--- config.mk ---
export PLATFORM = sky130hd
export DESIGN_NAME = cigar_string_parser_core_flat
export DESIGN_NICKNAME = d
export VERILOG_FILES = /design/src/hw/rtl/csp_pkg.sv /design/src/hw/rtl/csp_if.sv /design/src/hw/rtl/csp_in_stage.sv /design/src/hw/rtl/csp_parse.sv /design/src/hw/rtl/cigar_string_parser_core.sv /design/src/flat_wrapper.sv
export SDC_FILE = /design/constraint.sdc
export NUM_CORES = 1
export LEC_CHECK = 0
export BUFFER_PORTS_ARGS = -buffer_cell sky130_fd_sc_hd__buf_2
export CORE_MARGIN = 4
export CORE_UTILIZATION = 55
export CTS_CLUSTER_DIAMETER = 200
export DETAILED_ROUTE_END_ITERATION = 8
export MAX_ROUTING_LAYER = met4
export PLACE_DENSITY = 0.77
export SLEW_MARGIN = 20
export SYNTH_ARGS = -nofsm -noshare
export SYNTH_HDL_FRONTEND = slang
export SYNTH_SLANG_ARGS = --single-unit
--- constraint.sdc ---
create_clock -name clk -period 3.9 [get_ports clk]
set_input_delay 0.195 -clock clk [delete_from_list [all_inputs] [get_ports clk]]
set_output_delay 0.195 -clock clk [all_outputs]
set_load 0.05 [all_outputs]
--- src/hw/rtl/csp_pkg.sv ---
// Package for the CIGAR string parser: widths, item types and operation decode.
`timescale 1ns / 1ps

package csp_pkg;

  // Width of run lengths, running sums and result length fields
  localparam int CountBits = 28;
  localparam logic [CountBits-1:0] CountMax = {CountBits{1'b1}};

  // ASCII codes of the characters the parser understands
  localparam logic [7:0] ChZero  = 8'h30;
  localparam logic [7:0] ChNine  = 8'h39;
  localparam logic [7:0] ChM     = 8'h4D;
  localparam logic [7:0] ChI     = 8'h49;
  localparam logic [7:0] ChD     = 8'h44;
  localparam logic [7:0] ChN     = 8'h4E;
  localparam logic [7:0] ChS     = 8'h53;
  localparam logic [7:0] ChH     = 8'h48;
  localparam logic [7:0] ChP     = 8'h50;
  localparam logic [7:0] ChEq    = 8'h3D;
  localparam logic [7:0] ChX     = 8'h58;

  // What an operation letter does with the pending run length
  typedef enum logic [2:0] {
    OP_BOTH,   // M, = and X: query and reference
    OP_QUERY,  // I
    OP_REF,    // D and N
    OP_CLIP,   // S and H
    OP_PAD,    // P: consumes nothing
    OP_BAD     // anything that is not an operation letter
  } op_kind_t;

  // One input character as held between the input and parse stages
  typedef struct packed {
    logic [7:0] ch;
    logic       last;
  } item_t;

  function automatic op_kind_t decode_op(input logic [7:0] c);
    op_kind_t k;
    case (c)
      ChM, ChEq, ChX: k = OP_BOTH;
      ChI:            k = OP_QUERY;
      ChD, ChN:       k = OP_REF;
      ChS, ChH:       k = OP_CLIP;
      ChP:            k = OP_PAD;
      default:        k = OP_BAD;
    endcase
    return k;
  endfunction

  // Saturating add of two counts
  function automatic logic [CountBits-1:0] sat_add(input logic [CountBits-1:0] a,
                                                   input logic [CountBits-1:0] b);
    logic [CountBits:0] s;
    s = {1'b0, a} + {1'b0, b};
    return s[CountBits] ? CountMax : s[CountBits-1:0];
  endfunction

endpackage

--- src/hw/rtl/csp_if.sv ---
// Channel interfaces of the CIGAR string parser: character input and result output.
`timescale 1ns / 1ps

interface csp_in_if;
  logic       valid;
  logic       ready;
  logic [7:0] ch;
  logic       last;

  modport source (output valid, output ch, output last, input ready);
  modport sink (input valid, input ch, input last, output ready);
endinterface

interface csp_out_if;
  logic                          valid;
  logic                          ready;
  logic [csp_pkg::CountBits-1:0] query_len;
  logic [csp_pkg::CountBits-1:0] ref_len;
  logic [csp_pkg::CountBits-1:0] clip_front;
  logic [csp_pkg::CountBits-1:0] clip_back;
  logic                          error;

  modport source (output valid, output query_len, output ref_len, output clip_front,
                  output clip_back, output error, input ready);
  modport sink (input valid, input query_len, input ref_len, input clip_front,
                input clip_back, input error, output ready);
endinterface

--- src/hw/rtl/csp_in_stage.sv ---
// Input register of the CIGAR string parser: holds one character for the parse stage.
`timescale 1ns / 1ps

module csp_in_stage (
  input  logic           clk,
  input  logic           rst_n,
  csp_in_if.sink         in_chan,
  input  logic           take,
  output logic           hold_valid,
  output csp_pkg::item_t hold_item
);

  logic           hold_valid_r, hold_valid_nxt;
  csp_pkg::item_t hold_item_r, hold_item_nxt;
  logic           in_xfer;

  // Free slot, or the held character leaves this cycle
  assign in_chan.ready = !hold_valid_r || take;
  assign in_xfer       = in_chan.valid && in_chan.ready;

  always_comb begin
    hold_valid_nxt = hold_valid_r;
    hold_item_nxt  = hold_item_r;
    if (in_xfer) begin
      hold_valid_nxt     = 1'b1;
      hold_item_nxt.ch   = in_chan.ch;
      hold_item_nxt.last = in_chan.last;
    end else if (take) begin
      hold_valid_nxt = 1'b0;
    end
  end

  always_ff @(posedge clk) begin
    if (!rst_n) begin
      hold_valid_r <= 1'b0;
    end else begin
      hold_valid_r <= hold_valid_nxt;
    end
  end

  // Payload needs no reset
  always_ff @(posedge clk) begin
    hold_item_r <= hold_item_nxt;
  end

  assign hold_valid = hold_valid_r;
  assign hold_item  = hold_item_r;

endmodule

--- src/hw/rtl/csp_parse.sv ---
// Parse stage of the CIGAR string parser: run length, sums, clips and result register.
`timescale 1ns / 1ps

module csp_parse (
  input  logic           clk,
  input  logic           rst_n,
  input  logic           hold_valid,
  input  csp_pkg::item_t hold_item,
  output logic           take,
  csp_out_if.source      out_chan
);

  localparam int W = csp_pkg::CountBits;

  logic [W-1:0] run_r, run_nxt;
  logic         have_r, have_nxt;
  logic [W-1:0] qsum_r, qsum_nxt;
  logic [W-1:0] rsum_r, rsum_nxt;
  logic [W-1:0] fclip_r, fclip_nxt;
  logic [W-1:0] bclip_r, bclip_nxt;
  logic         bad_r, bad_nxt;

  logic         out_valid_r, out_valid_nxt;
  logic [W-1:0] oq_r, oq_nxt;
  logic [W-1:0] or_r, or_nxt;
  logic [W-1:0] of_r, of_nxt;
  logic [W-1:0] ob_r, ob_nxt;
  logic         oerr_r, oerr_nxt;

  logic              is_digit;
  logic [3:0]        digit;
  logic [W+3:0]      mul_sum;
  logic [W-1:0]      run_dec;
  csp_pkg::op_kind_t kind;
  logic              fin_bad;

  // A character moves on unless it ends a text and the result slot is still full
  assign take = hold_valid && (!hold_item.last || !out_valid_r || out_chan.ready);

  // Decimal accumulate: run * 10 + digit, saturating
  assign is_digit = (hold_item.ch >= csp_pkg::ChZero) && (hold_item.ch <= csp_pkg::ChNine);
  assign digit    = 4'(hold_item.ch - csp_pkg::ChZero);
  assign mul_sum  = ({4'b0, run_r} << 3) + ({4'b0, run_r} << 1) + (W+4)'(digit);
  assign run_dec  = (mul_sum[W+3:W] != 4'b0) ? csp_pkg::CountMax : mul_sum[W-1:0];
  assign kind     = csp_pkg::decode_op(hold_item.ch);

  // One character step plus end-of-text result
  always_comb begin
    run_nxt   = run_r;
    have_nxt  = have_r;
    qsum_nxt  = qsum_r;
    rsum_nxt  = rsum_r;
    fclip_nxt = fclip_r;
    bclip_nxt = bclip_r;
    bad_nxt   = bad_r;
    fin_bad   = 1'b0;

    out_valid_nxt = out_valid_r && !out_chan.ready;
    oq_nxt   = oq_r;
    or_nxt   = or_r;
    of_nxt   = of_r;
    ob_nxt   = ob_r;
    oerr_nxt = oerr_r;

    if (take) begin
      if (!bad_r) begin
        if (is_digit) begin
          run_nxt  = run_dec;
          have_nxt = 1'b1;
        end else if (kind == csp_pkg::OP_BAD || !have_r) begin
          bad_nxt = 1'b1;
        end else begin
          case (kind)
            csp_pkg::OP_BOTH: begin
              qsum_nxt = csp_pkg::sat_add(qsum_r, run_r);
              rsum_nxt = csp_pkg::sat_add(rsum_r, run_r);
            end
            csp_pkg::OP_QUERY: qsum_nxt = csp_pkg::sat_add(qsum_r, run_r);
            csp_pkg::OP_REF:   rsum_nxt = csp_pkg::sat_add(rsum_r, run_r);
            csp_pkg::OP_CLIP: begin
              if (qsum_r == '0) begin
                fclip_nxt = run_r;
              end else begin
                bclip_nxt = run_r;
              end
            end
            default: ;
          endcase
          run_nxt  = '0;
          have_nxt = 1'b0;
        end
      end

      if (hold_item.last) begin
        // Digits left pending at the end also mark the text malformed
        fin_bad       = bad_nxt || have_nxt;
        out_valid_nxt = 1'b1;
        oq_nxt   = fin_bad ? '0 : qsum_nxt;
        or_nxt   = fin_bad ? '0 : rsum_nxt;
        of_nxt   = fin_bad ? '0 : fclip_nxt;
        ob_nxt   = fin_bad ? '0 : bclip_nxt;
        oerr_nxt = fin_bad;
        run_nxt   = '0;
        have_nxt  = 1'b0;
        qsum_nxt  = '0;
        rsum_nxt  = '0;
        fclip_nxt = '0;
        bclip_nxt = '0;
        bad_nxt   = 1'b0;
      end
    end
  end

  always_ff @(posedge clk) begin
    if (!rst_n) begin
      run_r       <= '0;
      have_r      <= 1'b0;
      qsum_r      <= '0;
      rsum_r      <= '0;
      fclip_r     <= '0;
      bclip_r     <= '0;
      bad_r       <= 1'b0;
      out_valid_r <= 1'b0;
    end else begin
      run_r       <= run_nxt;
      have_r      <= have_nxt;
      qsum_r      <= qsum_nxt;
      rsum_r      <= rsum_nxt;
      fclip_r     <= fclip_nxt;
      bclip_r     <= bclip_nxt;
      bad_r       <= bad_nxt;
      out_valid_r <= out_valid_nxt;
    end
  end

  // Result payload
  always_ff @(posedge clk) begin
    oq_r   <= oq_nxt;
    or_r   <= or_nxt;
    of_r   <= of_nxt;
    ob_r   <= ob_nxt;
    oerr_r <= oerr_nxt;
  end

  assign out_chan.valid      = out_valid_r;
  assign out_chan.query_len  = oq_r;
  assign out_chan.ref_len    = or_r;
  assign out_chan.clip_front = of_r;
  assign out_chan.clip_back  = ob_r;
  assign out_chan.error      = oerr_r;

endmodule

--- src/hw/rtl/cigar_string_parser_core.sv ---
// CIGAR string parser: counts query, reference and clip lengths of a SAM CIGAR text.
// Usage:
//   in_chan takes the CIGAR text one ASCII character per transfer, with last set on
//   the final character. out_chan gives one result per text: query length,
//   reference length, front and back clip, and an error flag (lengths zero on error).
//   Result: the last character passes the input register, then the parse step into
//   the result register. Throughput: one character per cycle, texts back to back,
//   while out_chan takes each result without delay; each character passes an input
//   register and one parse step into the state registers.
//   Stall: a result waits in the output register while out_chan.ready is low; the
//   input register keeps taking characters until the last character of the next
//   text reaches the parse stage, then in_chan.ready drops until the result leaves.
//   Reset: synchronous, active low; clears all parse state and both valid flags,
//   so the first character after reset starts a new text.
`timescale 1ns / 1ps

module cigar_string_parser_core (
  input  logic      clk,
  input  logic      rst_n,
  csp_in_if.sink    in_chan,
  csp_out_if.source out_chan
);

  logic           take;
  logic           hold_valid;
  csp_pkg::item_t hold_item;

  csp_in_stage u_in_stage (
    .clk        (clk),
    .rst_n      (rst_n),
    .in_chan    (in_chan),
    .take       (take),
    .hold_valid (hold_valid),
    .hold_item  (hold_item)
  );

  csp_parse u_parse (
    .clk        (clk),
    .rst_n      (rst_n),
    .hold_valid (hold_valid),
    .hold_item  (hold_item),
    .take       (take),
    .out_chan   (out_chan)
  );

endmodule

--- src/flat_wrapper.sv ---
// flat-port wrapper written by rule: the top's interface ports become plain ports
module cigar_string_parser_core_flat 
  (clk, rst_n, in_chan_valid, in_chan_ch, in_chan_last, in_chan_ready, out_chan_valid, out_chan_query_len, out_chan_ref_len, out_chan_clip_front, out_chan_clip_back, out_chan_error, out_chan_ready);
  csp_in_if in_chan_i ();
  csp_out_if out_chan_i ();
  input  logic clk;
  input  logic rst_n;
  input wire logic [$bits(in_chan_i.valid)-1:0] in_chan_valid;
  input wire logic [$bits(in_chan_i.ch)-1:0] in_chan_ch;
  input wire logic [$bits(in_chan_i.last)-1:0] in_chan_last;
  output wire logic [$bits(in_chan_i.ready)-1:0] in_chan_ready;
  output wire logic [$bits(out_chan_i.valid)-1:0] out_chan_valid;
  output wire logic [$bits(out_chan_i.query_len)-1:0] out_chan_query_len;
  output wire logic [$bits(out_chan_i.ref_len)-1:0] out_chan_ref_len;
  output wire logic [$bits(out_chan_i.clip_front)-1:0] out_chan_clip_front;
  output wire logic [$bits(out_chan_i.clip_back)-1:0] out_chan_clip_back;
  output wire logic [$bits(out_chan_i.error)-1:0] out_chan_error;
  input wire logic [$bits(out_chan_i.ready)-1:0] out_chan_ready;
  assign in_chan_i.valid = in_chan_valid;
  assign in_chan_i.ch = in_chan_ch;
  assign in_chan_i.last = in_chan_last;
  assign in_chan_ready = in_chan_i.ready;
  assign out_chan_valid = out_chan_i.valid;
  assign out_chan_query_len = out_chan_i.query_len;
  assign out_chan_ref_len = out_chan_i.ref_len;
  assign out_chan_clip_front = out_chan_i.clip_front;
  assign out_chan_clip_back = out_chan_i.clip_back;
  assign out_chan_error = out_chan_i.error;
  assign out_chan_i.ready = out_chan_ready;
  cigar_string_parser_core u_core (.clk(clk), .rst_n(rst_n), .in_chan(in_chan_i), .out_chan(out_chan_i));
endmodule
==> qor.yml, run 1 <==
routing:
  vias_per_cell: 6.38
  wl_met3_microns: 3410
  wirelength_microns: 46200
  routedWlPerCell_microns: 21.5
  via_count: 13700
  wl_met1_microns: 20100
  ant_nets: 0
  drc: 0
  drtPass1Iterations: 7
  dr.max_layer_used: "met4"
  dr_wl_met2_microns: 20600
  drtIter0Drc: 1209
die:
  start_util: 0.561
  dieArea_sq_mm: 0.0313
  rows: 61
  core_sq_mm: 0.0279
  die_h_microns: 177
  io_pins: 128
  die_w_microns: 177
critical_path:
  worstPathRequired_ps: 4310
  ff2ff_setup_slack_ps: 240
  crit_fanout: 28
  worstSetupEndpointType: "register"
  start_kind: "register"
  slowest_stage: "dfxtp_1"
  path_cells: "fa_1, fa_1, a211oi_1, o21ai_0, nand3_1, a21oi_1, nor4_1, xnor2_1, a211oi_4, buf_12, o21ai_0"
  reg2reg_depth: 11
  cp_top_family: "adder cells"
  crit_buf_inv: 1
  slowest_delay_ps: 650
  r2r-end: "u_core.u_parse.run_r[3]$_SDFFE_PN0P_"
  cp.arrival_ps: 4070
  crit_type: "reg2reg"
  r2r-start: "u_core.u_parse.run_r[0]$_SDFFE_PN0P_"
synth:
  synth-simple-area-share: 0.129
  synth_top_family_by_area: "compound AO/OA/AOI/OAI gates"
  ys_seq_elements: 266
  synth_fa_ha_area_frac: 0.0938
  synth_mux_area_frac: 0.0378
  synth-main-ff-cell: "dfxtp_1"
  synth-compound-area-share: 0.253
  avgSynthCellArea_sq_um: 9.68
  ys_types: 90
  synthCells: 1619
  synth_warnings: 0
  synthArstFlopShare: 0
  synth-edff-count: 122
  synth_xor_area_frac: 0.0352
  yosysSeqAreaShare: 0.418
  syn-num-nets: 1747
  syn_area_sq_mm: 0.0157
power_and_ir_drop:
  leakage_nw: 7.52
  power_density_mw_per_mm2: 325
  peakVddDrop_mv: 0.342
  fin_total_pwr_mw: 5.80
cts:
  cts_sinks: 266
  cts_buffers: 28
  worst_skew_pair.late_latency_ps: 580
  cts_buffer_depth: 3
  htreeDepth: 1
  cts_tree: "done"
  clock-root-buffer: "clkbuf_16"
  clkTransAtPathRegs_ps: 60
  ctsResizeCount: 0
placed_design:
  placed_area_sq_mm: 0.0168
  dp_cells: 2088
  numPortBuffers: 127
  pre_cts_ws_ps: 276
  place.gp.congestion: 0.972
  hpwl_microns: 33100
timing:
  skew_ps: 22.2
  worstMarginPinSlew_ps: 1110
  fin_crit_ps: 3660
  fin_setup_tns_ps: 0
  holdWs_ps: 75.6
  relSlewSlack: 0.263
  fin_ws_ps: 243
  setup_violations: 0
  hold_viol: 0
  grt_setup_unrepaired: "no"
  fmaxAchievable_mhz: 273
  final_max_slew_viol_count: 0
  period_share: 0.938
layout:
  fin_util: 0.639
  n_antenna_cell: 0
  stdcell_count: 2151
  drive_above_1_share: 0.146
  fin_nets: 1879
  stdcell_area_sq_mm: 0.0178
  area_growth_pct: 13.9
worst_hold_path:
  whs_endpoint: "u_core.u_parse.out_chan.valid$_SDFF_PN0_"
  hp-start: "out_chan_ready"
  whs_path_depth: 3
  hold_path.class: "in2reg"
global_routing:
  antenna_found_initial: 0
  grt-ovfl-total: 0
  grt_pass1_vias: 12800
  grt_max_degree: 115
  grt_pass1_wl_microns: 71700
  grt_usage: 0.296
flow_run:
  drv_cap: 0
outcome:
  status: "finished clean"
## worst max path at each step
stage / from / to / slack, ps / cells after the start
after floorplan: u_core.u_parse.out_chan.valid$_SDFF_PN0_ / u_core.u_parse.rsum_r[25]$_SDFFE_PN0P_ / 80 / 10
after CTS: u_core.u_parse.run_r[0]$_SDFFE_PN0P_ / u_core.u_parse.run_r[3]$_SDFFE_PN0P_ / 280 / 11
after global routing: u_core.u_parse.run_r[0]$_SDFFE_PN0P_ / u_core.u_parse.run_r[25]$_SDFFE_PN0P_ / 10 / 12
final: u_core.u_parse.run_r[0]$_SDFFE_PN0P_ / u_core.u_parse.run_r[3]$_SDFFE_PN0P_ / 240 / 11
after detailed placement: u_core.u_parse.run_r[0]$_SDFFE_PN0P_ / u_core.u_parse.out_chan.ref_len[23]$_SDFFCE_PP0P_ / 280 / 11
after global placement: u_core.u_parse.run_r[0]$_SDFFE_PN0P_ / u_core.u_parse.run_r[23]$_SDFFE_PN0P_ / 380 / 11
## registers in the layout, summed over array words and instances (netlist names)
name                                flops
u_core.u_parse.out_chan.clip_front     28
u_core.u_parse.fclip_r                 28
u_core.u_parse.bclip_r                 28
u_core.u_in_stage.hold_valid            1
u_core.u_parse.qsum_r                  28
u_core.u_parse.out_chan.valid           1
u_core.u_parse.have_r                   1
u_core.u_parse.run_r                   28
u_core.u_in_stage.hold_item             9
u_core.u_parse.out_chan.error           1
u_core.u_parse.out_chan.clip_back      28
u_core.u_parse.rsum_r                  28
u_core.u_parse.out_chan.ref_len        28
u_core.u_parse.out_chan.query_len      28
u_core.u_parse.bad_r                    1
## cell usage after synthesis (6+ instances only)
library cell | number | area share
nor2_1 | 154 | 0.037
dfxtp_1 | 144 | 0.18
o21ai_0 | 134 | 0.043
edfxtp_1 | 122 | 0.23
a21oi_1 | 111 | 0.035
ha_1 | 111 | 0.089
nand2_1 | 84 | 0.020
a22o_1 | 67 | 0.037
mux2i_1 | 58 | 0.037
clkbuf_1 | 54 | 0.013
a211oi_1 | 36 | 0.017
a21o_1 | 36 | 0.017
xnor2_1 | 35 | 0.020
a22oi_1 | 32 | 0.015
nand3_1 | 29 | 0.0093
xor2_1 | 28 | 0.016
inv_1 | 24 | 0.0058
buf_2 | 23 | 0.0073
a31oi_1 | 22 | 0.0088
nor3_1 | 20 | 0.0064
nor2b_1 | 17 | 0.0068
o21a_1 | 17 | 0.0081
and3_1 | 15 | 0.0060
nand2b_1 | 15 | 0.0060
o21bai_1 | 15 | 0.0072
nand4_1 | 14 | 0.0056
and2_1 | 13 | 0.0052
o211ai_1 | 13 | 0.0062
or3_1 | 13 | 0.0052
a311oi_1 | 11 | 0.0061
nor4_1 | 11 | 0.0044
buf_4 | 7 | 0.0034
o31ai_1 | 7 | 0.0034
a211o_1 | 6 | 0.0034
a311o_1 | 6 | 0.0038
o221ai_1 | 6 | 0.0034
or2_2 | 6 | 0.0024
## worst reg2reg max path: cells and delay by family, from the launching register on
family,cells,cell delay (ps)
simple gates,2,470
xor+xnor,1,160
compound gates,5,1000
buf+inv,1,200
flops,1,650
fa+ha+maj,2,1040
## area by class of cell
class | count | area, sq um
fill | 2342 | 10100
inverter | 26 | 101
tap | 378 | 473
timing repair buffer | 194 | 1190
sequential | 266 | 6550
clock inverter | 17 | 140
clock buffer | 35 | 777
multi-input combinational | 1235 | 8610
## layer usage
metal / track usage / vias to the layer above
li1: - / 6441
met1: 0.403 / 6617
met2: 0.450 / 538
met3: 0.0389 / 133
met4: 0.122 / 0
met5: - / -
## cells in the final DEF, fill, tap and decap left out, types with 13 or more instances in the layout
master,synthesis,final
nor2b_1,17,17
o211ai_1,13,13
a22oi_1,32,32
nand2_1,84,84
nor2_1,154,154
buf_2,23,127
ha_1,111,111
buf_4,7,54
nor3_1,20,20
o21ai_0,134,134
edfxtp_1,122,122
clkbuf_16,0,28
a21o_1,36,36
o21bai_1,15,15
a21oi_1,111,110
dfxtp_1,144,144
o21a_1,17,17
a31oi_1,22,21
mux2i_1,58,58
nand4_1,14,14
xor2_1,28,28
xnor2_1,35,35
nand3_1,29,29
and3_1,15,15
a22o_1,67,67
a211oi_1,36,36
inv_1,24,23
or3_1,13,13
nand2b_1,15,15
and2_1,13,13
## cell families after synthesis
group / after synthesis
xor gates and xnor gates: 63
AOI/OAI and AO/OA: 581
buffers and inverters: 118
DFF: 266
muxes: 59
and+or+nand+nor: 417
adders and majority gates: 115
## what timing repair did
item	CTS	global route
hold buffers	11	0
buffers inserted	0	0
setup endpoints to repair	0	0
endpoints found under the hold margin	13	0
## power by group
| group | internal (mW) | total (mW) | switching (mW) |
|---|---|---|---|
| combinational | 0.0493 | 0.222 | 0.173 |
| clock | 1.48 | 2.63 | 1.15 |
| sequential | 2.93 | 2.95 | 0.0191 |
| total | 4.46 | 5.80 | 1.34 |
Power figures use the tool's default switching activity.
==> run 2, diff against run 1 <==
- CAP_MARGIN: not set -> 25
- CELL_PAD_IN_SITES_DETAIL_PLACEMENT: not set -> 2
- CELL_PAD_IN_SITES_GLOBAL_PLACEMENT: not set -> 2
- CORE_UTILIZATION: 55 -> 35
- PLACE_DENSITY: 0.77 -> not set
- PLACE_DENSITY_LB_ADDON: not set -> 0.1
==> run 2 against run 1 <==
Total power up 9.3%. Critical endpoint is now u_core.u_parse.run_r[8]$_SDFFE_PN0P_. Flip-flop and latch count unchanged. Fmax shrank 0.91%. Combinational power is 9% higher. Highest routed layer unchanged.
==> qor.yml, run 2 (same netlist as run 1, synthesis figures left out) <==
timing:
  fmaxAchievable_mhz: 271
  hold_viol: 0
  final_max_slew_viol_count: 0
  relSlewSlack: 0.289
  setup_violations: 0
  period_share: 0.946
  fin_crit_ps: 3690
  skew_ps: 12.8
  fin_ws_ps: 209
  fin_setup_tns_ps: 0
  grt_setup_unrepaired: "no"
  worstMarginPinSlew_ps: 1070
die:
  die_h_microns: 220
  io_pins: 128
  die_w_microns: 220
  core_sq_mm: 0.0442
  start_util: 0.354
  dieArea_sq_mm: 0.0482
  rows: 77
power_and_ir_drop:
  peakVddDrop_mv: 0.325
  leakage_nw: 7.73
  power_density_mw_per_mm2: 343
layout:
  multi_input_area_sq_mm: 0.00864
  stdcell_count: 2389
  fin_util: 0.418
  area_growth_pct: 18.0
  n_antenna_cell: 0
  fin_nets: 1900
  fillers: 4736
  layout_commonest_cell: "nor2_1"
  drive_above_1_share: 0.160
  seq_area_sq_mm: 0.00655
  final_cell_mix: "nor2_1 (152), dfxtp_1 (143), o21ai_0 (134), buf_2 (127), edfxtp_1 (122)"
routing:
  via_count: 13900
  vias_per_cell: 5.83
  routedWlPerCell_microns: 25.1
  ant_nets: 0
  wirelength_microns: 59900
  drtIter0Drc: 794
  drtPass1Iterations: 5
  drc: 0
critical_path:
  ff2ff_setup_slack_ps: 210
  crit_fanout: 28
  r2r-start: "u_core.u_parse.run_r[0]$_SDFFE_PN0P_"
  worstSetupEndpointType: "register"
  reg2reg_depth: 11
  cp.arrival_ps: 4140
  r2r-end: "u_core.u_parse.run_r[8]$_SDFFE_PN0P_"
  start_kind: "register"
  crit_type: "reg2reg"
  worstPathRequired_ps: 4350
global_routing:
  grt_pass1_wl_microns: 91200
  grt_max_degree: 115
  grt_usage: 0.251
  grt_pass1_vias: 14800
  grt-ovfl-total: 0
  antenna_found_initial: 1
cts:
  cts_sinks: 266
  htreeDepth: 1
  clkTransAtPathRegs_ps: 60
  cts_buffer_depth: 3
  clock-root-buffer: "clkbuf_16"
  cts_tree: "done"
  worst_skew_pair.late_latency_ps: 590
  cts_buffers: 31
placed_design:
  pre_cts_ws_ps: 127
  hpwl_microns: 43700
  dp_cells: 2320
  place.gp.congestion: 0.868
  numPortBuffers: 127
worst_hold_path:
  whs_path_depth: 4
  hp-start: "out_chan_ready"
  hold_path.class: "in2reg"
  whs_endpoint: "u_core.u_parse.out_chan.valid$_SDFF_PN0_"
outcome:
  status: "finished clean"
flow_run:
  drv_cap: 0
[run 2: final cells by class]
type | instances | share of cell area
Inverter | 26 | 0.00548
Sequential cell | 266 | 0.354
Clock inverter | 11 | 0.00920
Clock buffer | 47 | 0.0506
Multi-Input combinational cell | 1235 | 0.467
Tap cell | 592 | 0.0401
Timing Repair Buffer | 212 | 0.0735
[run 2: repair_timing]
action	CTS	global route
endpoints found under the setup margin	0	24
setup buffers	0	0
resized for setup	0	7
hold buffers	11	0
hold endpoints to repair	12	0
[run 2: worst max-delay path, cell delays in order, from the launching register on]
cell and delay (ps):
dfxtp_1 610, fa_1 530, fa_1 500, a211oi_1 350
o21ai_0 290, nand3_1 170, a21oi_1 80, nor4_1 290
xnor2_1 150, a211oi_4 260, buf_12 210, o21ai_0 100
[run 2: worst max-delay path by stage]
stage / from / end / depth (start not counted)
after global placement: u_core.u_parse.run_r[11]$_SDFFE_PN0P_ / u_core.u_parse.run_r[11]$_SDFFE_PN0P_ / 11
after CTS: u_core.u_parse.run_r[0]$_SDFFE_PN0P_ / u_core.u_parse.out_chan.ref_len[10]$_SDFFCE_PP0P_ / 10
after floorplan: u_core.u_parse.out_chan.valid$_SDFF_PN0_ / u_core.u_parse.rsum_r[25]$_SDFFE_PN0P_ / 10
after global routing: u_core.u_parse.run_r[0]$_SDFFE_PN0P_ / u_core.u_parse.run_r[6]$_SDFFE_PN0P_ / 11
after detailed placement: u_core.u_parse.run_r[0]$_SDFFE_PN0P_ / u_core.u_parse.qsum_r[26]$_SDFFE_PN0P_ / 12
final: u_core.u_parse.run_r[0]$_SDFFE_PN0P_ / u_core.u_parse.run_r[8]$_SDFFE_PN0P_ / 11
[run 2: routing by layer]
layer | track usage | routed length, microns | share of wire
met1 | 0.331 | 27900 | 0.47
met2 | 0.419 | 28600 | 0.48
met3 | 0.0228 | 1760 | 0.029
met4 | 0.0603 | 1570 | 0.026
met5 | - | 0 | 0
[run 2: per-stage QoR]
step / area, sq um / total power, mW / hold slack [ps]
after global placement: 17200 / 3.24 / 425
final: 18500 / 6.34 / 108
after global routing: 18500 / 6.54 / 101
after floorplan: 15700 / 3.16 / 294
after CTS: 18500 / 6.41 / 75.1
after detailed placement: 17300 / 3.25 / 422
[run 2: power by group]
group          leakage, nW  internal, mW  total [mW]  switching [mW]
registers             2.37          2.93        2.95          0.0203
logic                 4.81        0.0530       0.241           0.188
clock network        0.542          1.91        3.15            1.24
